<file path="src/rtl/bod_pkg.sv">
package bod_pkg;

	// One input byte of the encoded buffer
	typedef struct packed {
		logic [7:0] data_byte;
		logic       buffer_end;
	} byte_item_t;

	// One result item
	typedef struct packed {
		logic [1:0]  kind;
		logic [31:0] arc_value;
		logic [7:0]  arc_index;
		logic        object_last;
	} arc_item_t;

	// Result kinds
	localparam logic [1:0] KIND_ARC   = 2'd0;
	localparam logic [1:0] KIND_END   = 2'd1;
	localparam logic [1:0] KIND_TRUNC = 2'd2;

	// Commands passed from the front to the back
	typedef enum logic [1:0] {
		OP_ARC   = 2'd0,  // one finished arc in value
		OP_SPLIT = 2'd1,  // first content byte in value[7:0], two arcs
		OP_END   = 2'd2,  // object ended without arc
		OP_TRUNC = 2'd3   // buffer ran out mid-object
	} op_t;

	typedef struct packed {
		op_t         op;
		logic [31:0] value;
		logic [7:0]  idx;
		logic        last;
	} cmd_t;

	localparam int QUEUE_DEPTH = 4;
	localparam int QPTR_W      = $clog2(QUEUE_DEPTH);

	// Arc index counter, saturating at its top value
	function automatic logic [7:0] sat_inc(input logic [7:0] v);
		sat_inc = (v == 8'hff) ? v : v + 8'd1;
	endfunction

endpackage

</file>
<file path="src/rtl/ber_oid_stream_decoder.sv">
// Channel | Direction | Handshake              | Payload
// bytes   | in        | byte_valid, byte_stall | byte_data (data_byte, buffer_end)
// arcs    | out       | arc_valid, arc_stall   | arc_data (kind, arc_value, arc_index,
//         |           |                        |   object_last)
//
// One byte is taken per cycle while the command queue (four entries) has room.
// The output register takes a new result when empty or not stalled; the first
// content byte makes two arcs and so stays at the queue head until both load.
// A result passes a queue slot, then the output register. Reset clears state at once.
// A stall on the arc side fills the queue, after which byte_stall rises.
module ber_oid_stream_decoder (
	input  logic                clk,
	input  logic                arst_n,
	input  logic                byte_valid,
	output logic                byte_stall,
	input  bod_pkg::byte_item_t byte_data,
	output logic                arc_valid,
	input  logic                arc_stall,
	output bod_pkg::arc_item_t  arc_data
);
	import bod_pkg::*;

	logic q_full;
	logic push;
	cmd_t push_cmd;
	logic pop;
	logic head_valid;
	cmd_t head_cmd;

	assign byte_stall = q_full;

	bod_front u_front (
		.clk        (clk),
		.arst_n     (arst_n),
		.byte_valid (byte_valid),
		.byte_data  (byte_data),
		.q_full     (q_full),
		.push       (push),
		.cmd        (push_cmd)
	);

	bod_queue u_queue (
		.clk        (clk),
		.arst_n     (arst_n),
		.push       (push),
		.push_cmd   (push_cmd),
		.full       (q_full),
		.pop        (pop),
		.head_valid (head_valid),
		.head_cmd   (head_cmd)
	);

	bod_back u_back (
		.clk        (clk),
		.arst_n     (arst_n),
		.head_valid (head_valid),
		.head_cmd   (head_cmd),
		.pop        (pop),
		.arc_valid  (arc_valid),
		.arc_stall  (arc_stall),
		.arc_data   (arc_data)
	);

endmodule

</file>
<file path="src/rtl/bod_front.sv">
module bod_front (
	input  logic                clk,
	input  logic                arst_n,
	input  logic                byte_valid,
	input  bod_pkg::byte_item_t byte_data,
	input  logic                q_full,
	output logic                push,
	output bod_pkg::cmd_t       cmd
);
	import bod_pkg::*;

	typedef enum logic [3:0] {
		PH_LEN   = 4'b0001,
		PH_LBYTE = 4'b0010,
		PH_FIRST = 4'b0100,
		PH_ARCS  = 4'b1000
	} phase_t;

	phase_t      phase_q, phase_n;
	logic [3:0]  left_q, left_n;
	logic [31:0] lacc_q, lacc_n;
	logic [31:0] content_q, content_n;
	logic [31:0] aacc_q, aacc_n;
	logic [7:0]  cnt_q, cnt_n;

	logic [7:0]  b;
	logic        end_in;
	logic        done;
	logic        accept;
	logic        push_c;
	cmd_t        cmd_c;
	logic [31:0] cl_dec;
	logic [31:0] lacc_v;
	logic [31:0] aacc_v;
	logic [3:0]  left_dec;

	assign accept = byte_valid && !q_full;
	assign push   = accept && push_c;
	assign cmd    = cmd_c;

	// Next-state and command decode for one byte
	always_comb begin
		b        = byte_data.data_byte;
		end_in   = byte_data.buffer_end;
		cl_dec   = content_q - 32'd1;
		lacc_v   = {lacc_q[23:0], b};
		aacc_v   = {aacc_q[24:0], b[6:0]};
		left_dec = left_q - 4'd1;

		phase_n   = phase_q;
		left_n    = left_q;
		lacc_n    = lacc_q;
		content_n = content_q;
		aacc_n    = aacc_q;
		cnt_n     = cnt_q;
		done      = 1'b0;
		push_c    = 1'b0;
		cmd_c     = '{op: OP_ARC, value: '0, idx: cnt_q, last: 1'b1};

		case (phase_q)
			PH_LBYTE: begin
				left_n = left_dec;
				lacc_n = lacc_v;
				if (left_dec == 4'd0) begin
					if (lacc_v == 32'd0) begin
						push_c    = 1'b1;
						cmd_c.op  = OP_END;
						done      = 1'b1;
					end else begin
						content_n = lacc_v;
						phase_n   = PH_FIRST;
					end
				end
			end
			PH_FIRST: begin
				content_n = cl_dec;
				if (!(end_in && cl_dec != 32'd0)) begin
					push_c      = 1'b1;
					cmd_c.op    = OP_SPLIT;
					cmd_c.value = {24'd0, b};
					cmd_c.last  = (cl_dec == 32'd0);
					cnt_n       = sat_inc(sat_inc(cnt_q));
					if (cl_dec == 32'd0) begin
						done = 1'b1;
					end else begin
						phase_n = PH_ARCS;
					end
				end
			end
			PH_ARCS: begin
				content_n = cl_dec;
				if (!(end_in && cl_dec != 32'd0)) begin
					if (!b[7]) begin
						push_c      = 1'b1;
						cmd_c.op    = OP_ARC;
						cmd_c.value = aacc_v;
						cmd_c.last  = (cl_dec == 32'd0);
						cnt_n       = sat_inc(cnt_q);
						aacc_n      = '0;
					end else if (cl_dec == 32'd0) begin
						// dangling continuation: partial arc dropped
						push_c   = 1'b1;
						cmd_c.op = OP_END;
					end else begin
						aacc_n = aacc_v;
					end
					if (cl_dec == 32'd0) begin
						done = 1'b1;
					end
				end
			end
			default: begin
				// length octet of a new object; stray codes land here too
				cnt_n     = '0;
				aacc_n    = '0;
				content_n = '0;
				lacc_n    = '0;
				left_n    = '0;
				phase_n   = PH_LEN;
				cmd_c.idx = '0;
				if (!b[7]) begin
					if (b == 8'd0) begin
						push_c   = 1'b1;
						cmd_c.op = OP_END;
					end else begin
						content_n = {24'd0, b};
						phase_n   = PH_FIRST;
					end
				end else if (b[3:0] == 4'd0) begin
					push_c   = 1'b1;
					cmd_c.op = OP_END;
				end else begin
					left_n  = b[3:0];
					phase_n = PH_LBYTE;
				end
			end
		endcase

		// Buffer ran out before the object completed
		if (end_in && !done && phase_n != PH_LEN) begin
			push_c = 1'b1;
			cmd_c  = '{op: OP_TRUNC, value: '0, idx: cnt_n, last: 1'b1};
			done   = 1'b1;
		end

		if (done) begin
			phase_n   = PH_LEN;
			left_n    = '0;
			lacc_n    = '0;
			content_n = '0;
			aacc_n    = '0;
			cnt_n     = '0;
		end
	end

	// Decoder state
	always_ff @(posedge clk or negedge arst_n) begin
		if (!arst_n) begin
			phase_q   <= PH_LEN;
			left_q    <= '0;
			lacc_q    <= '0;
			content_q <= '0;
			aacc_q    <= '0;
			cnt_q     <= '0;
		end else if (accept) begin
			phase_q   <= phase_n;
			left_q    <= left_n;
			lacc_q    <= lacc_n;
			content_q <= content_n;
			aacc_q    <= aacc_n;
			cnt_q     <= cnt_n;
		end
	end

endmodule

</file>
<file path="src/rtl/bod_queue.sv">
module bod_queue (
	input  logic          clk,
	input  logic          arst_n,
	input  logic          push,
	input  bod_pkg::cmd_t push_cmd,
	output logic          full,
	input  logic          pop,
	output logic          head_valid,
	output bod_pkg::cmd_t head_cmd
);
	import bod_pkg::*;

	cmd_t              slot_q [QUEUE_DEPTH];
	logic [QPTR_W-1:0] wr_ptr_q;
	logic [QPTR_W-1:0] rd_ptr_q;
	logic [QPTR_W:0]   count_q;

	assign full       = (count_q == (QPTR_W+1)'(QUEUE_DEPTH));
	assign head_valid = (count_q != '0);
	assign head_cmd   = slot_q[rd_ptr_q];

	// Slot storage
	always_ff @(posedge clk) begin
		if (push) begin
			slot_q[wr_ptr_q] <= push_cmd;
		end
	end

	// Pointers and fill count
	always_ff @(posedge clk or negedge arst_n) begin
		if (!arst_n) begin
			wr_ptr_q <= '0;
			rd_ptr_q <= '0;
			count_q  <= '0;
		end else begin
			if (push) begin
				wr_ptr_q <= wr_ptr_q + 1'b1;
			end
			if (pop) begin
				rd_ptr_q <= rd_ptr_q + 1'b1;
			end
			if (push && !pop) begin
				count_q <= count_q + 1'b1;
			end else if (pop && !push) begin
				count_q <= count_q - 1'b1;
			end
		end
	end

endmodule

</file>
<file path="src/rtl/bod_back.sv">
module bod_back (
	input  logic               clk,
	input  logic               arst_n,
	input  logic               head_valid,
	input  bod_pkg::cmd_t      head_cmd,
	output logic               pop,
	output logic               arc_valid,
	input  logic               arc_stall,
	output bod_pkg::arc_item_t arc_data
);
	import bod_pkg::*;

	logic      out_valid_q;
	arc_item_t out_q;
	logic      second_q;
	logic      load;
	arc_item_t res;
	logic      split_first;
	logic [15:0] prod;
	logic [7:0]  quot;
	logic [7:0]  rem;

	assign load        = head_valid && (!out_valid_q || !arc_stall);
	assign split_first = (head_cmd.op == OP_SPLIT) && !second_q;
	assign pop         = load && !split_first;
	assign arc_valid   = out_valid_q;
	assign arc_data    = out_q;

	// Byte / 40 by reciprocal: exact for all 8-bit values
	always_comb begin
		prod = {8'd0, head_cmd.value[7:0]} * 16'd205;
		quot = {5'd0, prod[15:13]};
		rem  = head_cmd.value[7:0] - quot * 8'd40;
	end

	// Expand the head command into a result item
	always_comb begin
		res = '{kind: KIND_ARC, arc_value: '0, arc_index: head_cmd.idx,
			object_last: head_cmd.last};
		case (head_cmd.op)
			OP_ARC: begin
				res.arc_value = head_cmd.value;
			end
			OP_SPLIT: begin
				if (!second_q) begin
					res.arc_value   = {24'd0, quot};
					res.object_last = 1'b0;
				end else begin
					res.arc_value = {24'd0, rem};
					res.arc_index = sat_inc(head_cmd.idx);
				end
			end
			OP_END: begin
				res.kind        = KIND_END;
				res.object_last = 1'b1;
			end
			OP_TRUNC: begin
				res.kind        = KIND_TRUNC;
				res.object_last = 1'b1;
			end
			default: begin
				res.kind = KIND_END;
			end
		endcase
	end

	// Output register
	always_ff @(posedge clk) begin
		if (load) begin
			out_q <= res;
		end
	end

	always_ff @(posedge clk or negedge arst_n) begin
		if (!arst_n) begin
			out_valid_q <= 1'b0;
			second_q    <= 1'b0;
		end else begin
			if (!out_valid_q || !arc_stall) begin
				out_valid_q <= head_valid;
			end
			if (load) begin
				second_q <= split_first;
			end
		end
	end

endmodule

</file>
<file path="config.mk">
export PLATFORM = sky130hd
export DESIGN_NAME = ber_oid_stream_decoder
export DESIGN_NICKNAME = d
export VERILOG_FILES = /design/src/rtl/bod_pkg.sv /design/src/rtl/ber_oid_stream_decoder.sv /design/src/rtl/bod_front.sv /design/src/rtl/bod_queue.sv /design/src/rtl/bod_back.sv
export SDC_FILE = /design/constraint.sdc
export NUM_CORES = 1
export LEC_CHECK = 0
export BUFFER_PORTS_ARGS = -buffer_cell sky130_fd_sc_hd__buf_2
export CORE_MARGIN = 2
export CORE_UTILIZATION = 59
export DETAILED_ROUTE_END_ITERATION = 8
export GPL_TIMING_DRIVEN = 0
export PLACE_DENSITY = 0.85
export RECOVER_POWER = 25
export SLEW_MARGIN = 20
export SYNTH_ARGS = -nofsm -noshare
export SYNTH_HDL_FRONTEND = slang
export SYNTH_SLANG_ARGS = --single-unit
</file>
<file path="constraint.sdc">
create_clock -name clk -period 17.16 [get_ports clk]
set_input_delay 1.716 -clock clk [delete_from_list [all_inputs] [get_ports clk]]
set_output_delay 1.716 -clock clk [all_outputs]
set_load 0.1 [all_outputs]
</file>
==> impl_metrics.py <==
metrics = {
    "routing": {
        "routed_wl_um": 39200,
        "routed_via_density": 6.45,
        "ant_nets": 0,
        "vias": 11400,
        "drcViolationCount": 0,
        "first_pass_iters": 5,
        "wl_per_cell_um": 22.1,
        "dr.first_iter.drc_count": 1164,
    },
    "clocking": {
        "numCtsBuffers": 34,
        "cts_buffer_depth": 3,
        "postCtsSetupRepairBufs": 0,
        "h-tree-depth": 2,
        "path_clk_slew_ns": 0.06,
        "cts_tree": "done",
        "cts_resized": 0,
        "hold_buffers": 0,
        "clk_latency_ns": 0.55,
        "cts_sinks": 321,
        "root_buffer": "clkbuf_16",
    },
    "worst_hold_path": {
        "hold_end": "u_queue.count_q[2]",
        "min_path_cells": 1,
        "hp-class": "reg -> reg",
        "min_from": "u_queue.count_q[2]",
    },
    "sta": {
        "setup-violations-final": 0,
        "fmax_mhz": 111,
        "skew_ns": 0.0323,
        "finalHoldViolCount": 0,
        "fin_crit_sh_pct": 52.6,
        "rsz0062_at_grt": "no",
        "setup_tns_ns": 0,
        "slew-limit-headroom_pct": -112,
        "slew_violations": 132,
        "tightest_slew_ns": 3.18,
        "period_needed_ns": 9.03,
    },
    "yosys": {
        "yosysTopAreaCellShare_pct": 40.2,
        "synth_nets": 1393,
        "synth-edff-count": 215,
        "synth_seq_area_share_pct": 56.7,
        "yosysTopAreaCell": "edfxtp_1",
        "ys.flop_type": "edfxtp_1",
        "ys_ff_latch": 321,
        "synth_common_cells": "215 x edfxtp_1, 132 x nand2_1, 105 x dfrtp_1, 92 x o21ai_0, 60 x ha_1",
        "yosys.cell_count.top_type": "edfxtp_1",
        "yosys_warnings": 0,
        "syn_avg_cell_area_um2": 12.3,
        "synth_cells": 1307,
        "syn_area_um2": 16100,
        "yosys.cell_types.count": 76,
        "synth.area.top_cells": "edfxtp_1 40%, dfrtp_1 16%, mux4_2 6.0%",
        "synthArstFlopShare_pct": 33.0,
    },
    "global_routing": {
        "grt_use_total_pct": 27.9,
        "grt_pass1_vias": 11400,
        "antenna_found_initial": 1,
        "grt_start_max_net_pins": 60,
        "grt_pass1_wl_um": 61700,
        "grt_overflow": 0,
    },
    "critical_path": {
        "setup.worst_path.class": "reg -> reg",
        "reg2reg_to": "u_back.arc_data[16]",
        "rrSetupSlack_ns": 8.13,
        "timing.rr.start": "u_queue.rd_ptr_q[0]",
        "crit_slowest_cell": "mux4_2",
        "end_kind": "flip-flop",
        "r2r_cells": 30,
        "cp.required_ns": 17.41,
        "path_common_cell": "inv_1",
        "critPathLaunch": "u_queue.rd_ptr_q[0]",
        "slowest_delay_ns": 0.72,
        "cp.arrival_ns": 9.27,
        "startpoint_type": "flip-flop",
        "worstPathMaxFanout": 10,
    },
    "layout": {
        "area_growth_pct": 12.1,
        "final_nets": 1491,
        "drive_gt1_share_pct": 13.4,
        "final_core_util_pct": 67.0,
    },
    "place": {
        "portBuffers": 57,
        "hpwlAfterDp_um": 25800,
        "place_congestion": 0.977,
    },
    "floorplanning": {
        "die_x_um": 169,
        "io_pins": 58,
        "dieArea_um2": 28600,
        "initial_core_util_pct": 59.8,
        "die_y_um": 169,
        "coreArea_um2": 26900,
        "rows": 60,
    },
    "job": {
        "cap_violations": 3,
    },
    "outcome": {
        "status": "finished with violations",
        "failed_checks": "capacitance limit, slew limit",
    },
}
worst max path at each step:
| stage | endpoint | slack (ns) | cells past startpoint |
|---|---|---|---|
| finish | u_back.arc_data[16] | 8.13 | 30 |
| global route | u_back.arc_data[16] | 7.44 | 30 |
| CTS | u_back.arc_data[16] | 8.03 | 30 |
| detailed placement | u_back.arc_data[16] | 8.18 | 30 |
| global placement | u_back.arc_data[16] | 8.45 | 30 |
| floorplan | u_back.arc_data[16] | 9.52 | 30 |
cells in the final DEF, fill, tap and decap left out, types with 47 or more instances in the layout:
cell type / netlist / routed
buf_2: 9 / 47
dfrtp_1: 105 / 105
clkbuf_1: 54 / 78
inv_1: 56 / 56
ha_1: 60 / 60
edfxtp_1: 215 / 215
nand2_1: 132 / 132
nor2_1: 57 / 57
o21ai_0: 92 / 92
logic make-up (layout without fill, tap and decap cells):
family / count (synthesis) / count (layout) / synth area share [%]
adders and majority gates: 73 / 73 / 6.29
DFF: 321 / 321 / 56.7
xor gates and xnor gates: 34 / 34 / 1.85
muxes: 59 / 59 / 7.06
AOI/OAI and AO/OA: 275 / 275 / 11.4
and+or+nand+nor: 416 / 416 / 13.5
other: 0 / 1 / 0
buffers and inverters: 129 / 251 / 3.27
stage by stage:
| step | std cells | worst slack [ns] | instance area, um2 | hold slack (ns) |
|---|---|---|---|---|
| after detailed placement | 1710 | 8.18 | 16900 | 0.488 |
| after floorplan | 1307 | 9.52 | 16100 | 0.456 |
| after global routing | 1770 | 7.44 | 18000 | 0.514 |
| final | 1771 | 8.13 | 18000 | 0.513 |
| after CTS | 1770 | 8.03 | 18100 | 0.512 |
| after global placement | 1705 | 8.45 | 16800 | 0.474 |
registers in the layout (all words and copies together), names as in the netlist:
signal	count
u_back.arc_data	43
u_back.arc_valid	1
u_back.second_q	1
u_front.aacc_q	25
u_front.cnt_q	8
u_front.content_q	32
u_front.lacc_q	24
u_front.left_q	4
u_front.phase_q	4
u_queue.count_q	3
u_queue.rd_ptr_q	2
u_queue.slot_q	172
u_queue.wr_ptr_q	2
layer usage:
| metal | GRT usage [%] | up-vias | routed length (um) |
|---|---|---|---|
| li1 | - | 5101 | - |
| met1 | 35.9 | 5604 | 14900 |
| met2 | 45.7 | 568 | 19000 |
| met3 | 4.72 | 155 | 3060 |
| met4 | 14.8 | 0 | 2250 |
| met5 | 0 | - | 0 |
worst max-delay path: cells and delay by family, from the launching register on:
family,cells,cell delay (ns)
AOI/OAI and AO/OA,7,1.20
xor gates and xnor gates,2,0.46
adders and majority gates,7,2.79
buffers and inverters,8,2.34
DFF,1,0.33
muxes,3,1.24
and+or+nand+nor,3,0.37
cell type report:
cell class	count	area, um2
buffer	73	315
timing repair buffer	62	328
inverter	56	210
tap	341	427
sequential	321	9110
multi-input combinational	857	6450
fill	1855	8860
clock buffer	38	886
clock inverter	22	284
antenna	1	2.50
Power is not shown: default switching activity piles up to over one toggle a cycle in this logic, so the estimate is an artifact.
